**config.mk**
```make
export PLATFORM = sky130hd
export DESIGN_NAME = ppd_muldiv
export DESIGN_NICKNAME = d
export VERILOG_FILES = /design/src/rtl/core/ppd_pkg.sv /design/src/rtl/core/ppd_muldiv.sv
export SDC_FILE = /design/constraint.sdc
export NUM_CORES = 2
export LEC_CHECK = 0
export BUFFER_PORTS_ARGS = -buffer_cell sky130_fd_sc_hd__buf_2
export CAP_MARGIN = 30
export CORE_MARGIN = 10
export CORE_UTILIZATION = 52
export CTS_CLUSTER_DIAMETER = 30
export DETAILED_ROUTE_END_ITERATION = 7
export PLACE_DENSITY = 0.74
export SYNTH_ARGS = -nofsm -noshare
export SYNTH_HDL_FRONTEND = slang
export SYNTH_SLANG_ARGS = --single-unit
```
**constraint.sdc**
```tcl
create_clock -name clk_i -period 13.6 [get_ports clk_i]
set_input_delay 2.72 -clock clk_i [delete_from_list [all_inputs] [get_ports clk_i]]
set_output_delay 2.72 -clock clk_i [all_outputs]
set_load 0.05 [all_outputs]
```
**src/rtl/core/ppd_pkg.sv**
```systemverilog
// shared types, constants and the arctangent table for the polyline distance block
// no dependencies
package ppd_pkg;

  localparam int COORD_BITS       = 32;
  localparam int FRAC_BITS        = 16;
  localparam int BULGE_BITS       = FRAC_BITS + 8;
  localparam int DIST_BITS        = COORD_BITS + 1;
  localparam int ANGLE_ITERATIONS = 24;
  localparam int DW               = 64;
  localparam int ZW               = 34;
  localparam int IT_BITS          = 5;
  localparam int SH_BITS          = 6;
  localparam int CAP_BITS         = 58;

  localparam logic [31:0]         CORDIC_GAIN  = 32'h9B74EDA8;
  localparam logic [DW-1:0]       NORM_LIMIT   = 64'd1 << 58;
  localparam logic [DW-1:0]       COARSE_LIMIT = 64'd1 << 50;
  localparam logic [CAP_BITS-1:0] FAR_CAP      = 58'd1 << 57;

  typedef enum logic {
    CORDIC_VEC,
    CORDIC_ROT
  } cordic_mode_e;

  typedef struct packed {
    cordic_mode_e       mode;
    logic signed [63:0] x;
    logic signed [63:0] y;
    logic [31:0]        turn;
  } cordic_req_t;

  typedef struct packed {
    logic signed [63:0] x;
    logic signed [63:0] y;
    logic [31:0]        ang;
  } cordic_rsp_t;

  typedef struct packed {
    logic [63:0] a;
    logic [63:0] b;
    logic [63:0] d;
  } muldiv_req_t;

  function automatic logic [31:0] atan_bam(input logic [IT_BITS-1:0] k);
    logic [31:0] r;
    case (k)
      5'd0:  r = 32'h20000000;
      5'd1:  r = 32'h12E4051E;
      5'd2:  r = 32'h09FB385B;
      5'd3:  r = 32'h051111D4;
      5'd4:  r = 32'h028B0D43;
      5'd5:  r = 32'h0145D7E1;
      5'd6:  r = 32'h00A2F61E;
      5'd7:  r = 32'h00517C55;
      5'd8:  r = 32'h0028BE53;
      5'd9:  r = 32'h00145F2F;
      5'd10: r = 32'h000A2F98;
      5'd11: r = 32'h000517CC;
      5'd12: r = 32'h00028BE6;
      5'd13: r = 32'h000145F3;
      5'd14: r = 32'h0000A2FA;
      5'd15: r = 32'h0000517D;
      5'd16: r = 32'h000028BE;
      5'd17: r = 32'h0000145F;
      5'd18: r = 32'h00000A30;
      5'd19: r = 32'h00000518;
      5'd20: r = 32'h0000028C;
      5'd21: r = 32'h00000146;
      5'd22: r = 32'h000000A3;
      5'd23: r = 32'h00000051;
      5'd24: r = 32'h00000029;
      5'd25: r = 32'h00000014;
      5'd26: r = 32'h0000000A;
      5'd27: r = 32'h00000005;
      5'd28: r = 32'h00000003;
      5'd29: r = 32'h00000001;
      5'd30: r = 32'h00000001;
      default: r = 32'h00000000;
    endcase
    return r;
  endfunction

endpackage

```
**src/rtl/core/ppd_muldiv.sv**
```systemverilog
// bit-serial multiply then restoring divide, round to nearest, capped result
// depends on ppd_pkg
module ppd_muldiv (
  input  logic                  clk_i,
  input  logic                  rst_ni,
  input  logic                  start_i,
  input  ppd_pkg::muldiv_req_t  req_i,
  output logic                  ready_o,
  output logic                  done_o,
  output logic [ppd_pkg::CAP_BITS-1:0] res_o
);
  import ppd_pkg::*;

  typedef enum logic [2:0] {
    S_IDLE, S_MUL, S_ADD, S_CHK, S_DIV, S_DONE
  } state_e;

  state_e        state_q, state_d;
  logic [127:0]  a_q, a_d, prod_q, prod_d;
  logic [63:0]   b_q, b_d, d_q, d_d, lo_q, lo_d, q_q, q_d;
  logic [64:0]   rem_q, rem_d, rs;
  logic [5:0]    cnt_q, cnt_d;
  logic          ge;

  always_comb begin
    rs = {rem_q[63:0], lo_q[63]};
    ge = (rs >= {1'b0, d_q});
  end

  always_comb begin
    state_d = state_q;
    a_d     = a_q;
    b_d     = b_q;
    d_d     = d_q;
    prod_d  = prod_q;
    rem_d   = rem_q;
    lo_d    = lo_q;
    q_d     = q_q;
    cnt_d   = cnt_q;
    case (state_q)
      S_IDLE: begin
        if (start_i) begin
          a_d     = {64'd0, req_i.a};
          b_d     = req_i.b;
          d_d     = req_i.d;
          prod_d  = '0;
          cnt_d   = '0;
          state_d = S_MUL;
        end
      end
      S_MUL: begin
        if (b_q[0]) begin
          prod_d = prod_q + a_q;
        end
        a_d   = a_q << 1;
        b_d   = b_q >> 1;
        cnt_d = cnt_q + 6'd1;
        if (cnt_q == 6'd63) begin
          state_d = S_ADD;
        end
      end
      S_ADD: begin
        prod_d  = prod_q + {64'd0, d_q >> 1};
        state_d = S_CHK;
      end
      S_CHK: begin
        if (prod_q[127:64] >= d_q) begin
          q_d     = 64'(FAR_CAP);
          state_d = S_DONE;
        end else begin
          rem_d   = {1'b0, prod_q[127:64]};
          lo_d    = prod_q[63:0];
          q_d     = '0;
          cnt_d   = '0;
          state_d = S_DIV;
        end
      end
      S_DIV: begin
        rem_d = ge ? rs - {1'b0, d_q} : rs;
        q_d   = {q_q[62:0], ge};
        lo_d  = lo_q << 1;
        cnt_d = cnt_q + 6'd1;
        if (cnt_q == 6'd63) begin
          state_d = S_DONE;
        end
      end
      S_DONE: state_d = S_IDLE;
      default: state_d = S_IDLE;
    endcase
  end

  always_ff @(posedge clk_i or negedge rst_ni) begin
    if (!rst_ni) begin
      state_q <= S_IDLE;
    end else begin
      state_q <= state_d;
    end
  end

  always_ff @(posedge clk_i) begin
    a_q    <= a_d;
    b_q    <= b_d;
    d_q    <= d_d;
    prod_q <= prod_d;
    rem_q  <= rem_d;
    lo_q   <= lo_d;
    q_q    <= q_d;
    cnt_q  <= cnt_d;
  end

  assign ready_o = (state_q == S_IDLE);
  assign done_o  = (state_q == S_DONE);
  assign res_o   = (q_q > 64'(FAR_CAP)) ? FAR_CAP : q_q[CAP_BITS-1:0];

endmodule

```
==> flow_summary.yaml <==
placed_design:
  place_hpwl_um: 87200
  io_buffers: 254
  dp_cells: 4924
  gp_congestion: 1.06
drt:
  vias: 31700
  first_iter_violations: 3038
  viasPerCell: 6.11
  routedWlPerCell_um: 22.7
  dr.pass1.iters: 8
  ant_nets: 0
  drc: 0
  routed_wl_um: 118000
synth:
  syn_inst: 3889
  yosys_warnings: 0
  yosysSeqAreaShare_pct: 45.4
  ys_types: 77
  synthFlopType: "edfxtp_1"
  synth_nets: 4342
  synthArstFlopShare_pct: 0.513
  synth-seq-cells: 585
  avgSynthCellArea_um2: 9.95
  synth_area_um2: 38700
  synth_edf_count: 582
global_routing:
  grt_pass1_wl_um: 179000
  grt_pass1_vias: 30800
  grt_usage_pct: 26.6
  grt.overflow.total: 0
  grt_max_degree: 129
  antenna_found_initial: 7
worst_setup_path:
  path_max_fanout: 34
  r2r_slack_ns: 7.12
  cp-start-kind: "register"
  crit_arrival_ns: 6.91
  critPathKind: "register to register"
  crit_path_end_kind: "register"
  crit_required_ns: 14.03
cells_and_area:
  drive_gt1_share_pct: 17.6
  syn2layout_area_growth_pct: 17.7
  layout_commonest_cell: "edfxtp_1"
  nets: 4562
  finalNonFillerCells: 5181
  n_fill_cell: 6023
  final_cell_mix: "582 x edfxtp_1, 461 x nand2_1, 294 x a21oi_1, 260 x nor2_1"
clock_tree:
  clk_pin_slew_worst_paths_ns: 0.05
  cts_tree: "built"
  cts-htree-levels: 4
  post_cts_buffers: 0
  cts_buffers: 138
  hold_buffers: 0
  root_buffer: "clkbuf_16"
  clkLatencyLatePin_ns: 0.73
  cts_max_path_buffers: 3
  ctsResizeCount: 0
  cts.sinks: 585
floorplan:
  initial_core_util_pct: 52.8
  dieWidth_um: 293
  rows: 99
  die_area_um2: 85700
  io_pins: 255
  die_y_um: 293
  core_um2: 73300
timing:
  post-route-period-util_pct: 47.7
  setup_violations: 0
  max_slew_margin_pct: 24.9
  fmax_ghz: 0.154
  final.setup.tns_ns: 0
  worst_pin_slew_ns: 1.12
  hold_violations: 0
  rsz0062_at_grt: "false"
  finalMaxSlewViolations: 0
  hold_slack_ns: 0.504
  period_minus_slack_ns: 6.48
  finClkSkew_ns: 0.0374
power:
  p_leak_nw: 19.1
  ir_drop_mv: 0.188
  p_per_area_nw_per_um2: 280
status:
  status: "completed"
min_path:
  worstHoldPathType: "register to register"
flow_run:
  maxCapViolations: 0
-- through the flow --
step,setup WS (ns),total power [mW],util [%],area [um^2]
5_1_grt,6.92,13.5,62.1,45500
3_3_place_gp,7.36,9.15,55.4,40600
2_1_floorplan,0.642,7.65,-,38700
4_1_cts,7.26,12.7,61.9,45400
6_report,7.12,12.8,62.1,45500
3_5_place_dp,7.31,9.23,55.4,40600
-- Yosys cell counts (11+ instances only) --
master / instances / area share (%)
o21bai_1: 63 / 1.2
mux2_2: 190 / 5.5
a21oi_1: 294 / 3.8
or2_2: 14 / 0.23
edfxtp_1: 582 / 45
o21ai_1: 19 / 0.25
inv_1: 138 / 1.3
xor2_1: 57 / 1.3
and2_1: 201 / 3.2
xnor2_1: 111 / 2.5
nand2b_1: 22 / 0.36
nor2_1: 261 / 2.5
a211oi_1: 16 / 0.31
nand2_1: 462 / 4.5
o22ai_1: 11 / 0.18
o31ai_1: 11 / 0.21
nand4_1: 107 / 1.7
mux2i_1: 53 / 1.4
a31oi_1: 21 / 0.34
nor2b_1: 85 / 1.4
o21a_1: 53 / 1.0
and3_1: 13 / 0.21
a21o_1: 117 / 2.3
o211ai_1: 19 / 0.37
a221oi_1: 11 / 0.25
nor4_1: 26 / 0.42
clkbuf_1: 180 / 1.7
ha_1: 256 / 8.3
or3_1: 17 / 0.27
nor3_1: 73 / 0.94
o21ai_0: 211 / 2.7
nand3_1: 43 / 0.56
-- per-layer routing --
| layer | up-vias | share of wire (%) | global-route usage [%] |
|---|---|---|---|
| li1 | 14700 | - | - |
| met1 | 15200 | 42 | 35.3 |
| met2 | 1472 | 45 | 41.9 |
| met3 | 263 | 8.9 | 6.10 |
| met4 | 12 | 3.7 | 10.4 |
| met5 | - | 0.060 | 0 |
-- flip-flops by register name, summed over array words and instances, names as in the netlist --
| register | cells |
|---|---|
| cnt_q | 6 |
| lo_q | 64 |
| prod_q | 128 |
| b_q | 64 |
| d_q | 64 |
| state_q | 3 |
| rem_q | 64 |
| a_q | 128 |
| q_q | 64 |
-- logic make-up after synthesis --
kind of cell,count (synthesis),synth area share [%]
buffers and inverters,345,3.47
XOR/XNOR,168,3.80
AND/OR/NAND/NOR,1358,17.1
flip-flops,585,45.4
multiplexers,243,6.90
AO/OA/AOI/OAI,932,15.0
adder cells (fa/ha/maj),258,8.38
-- cell type report --
| cell class | count | area (um^2) | share of cell area (%) |
|---|---|---|---|
| antenna | 2 | 5.00 | 0.0110 |
| clock buffer | 151 | 3540 | 7.78 |
| clock inverter | 100 | 1240 | 2.73 |
| inverter | 138 | 518 | 1.14 |
| multi-input combinational | 2959 | 19900 | 43.6 |
| sequential | 585 | 17600 | 38.5 |
| tap | 959 | 1200 | 2.63 |
| timing repair buffer | 287 | 1610 | 3.53 |
-- worst max-delay path, cell delays in order, from the launching register on --
cell,delay (ns)
dfrtp_1,0.58
nor3b_2,0.24
buf_4,0.46
buf_4,0.55
mux2_2,0.41
ha_1,0.36
nand4_1,0.20
or3_1,0.46
nor2b_1,0.17
nand2_1,0.14
a2111oi_2,0.96
o211ai_1,0.30
a2111oi_4,0.56
nor2_1,0.21
o21ai_1,0.33
xnor2_1,0.16
nor2_1,0.05
-- report_power, final --
part,switching [mW],total (mW),internal (mW)
combinational,3.64,5.91,2.26
sequential,0.445,3.49,3.05
clock,1.12,3.37,2.25
total,5.21,12.8,7.56
-- worst paths after layout --
kind                            cells after the start       start          to
worst max register to register                     16  state_q[1]  prod_q[99]
worst max-delay path                               16  state_q[1]  prod_q[99]
worst min register to register                      2    lo_q[25]    lo_q[26]
worst min-delay path                                2    lo_q[25]    lo_q[26]
max in group asynchronous                           1      rst_ni  state_q[0]
min in group asynchronous                           1      rst_ni  state_q[1]
No activity file was read; power rests on OpenSTA's default activity.
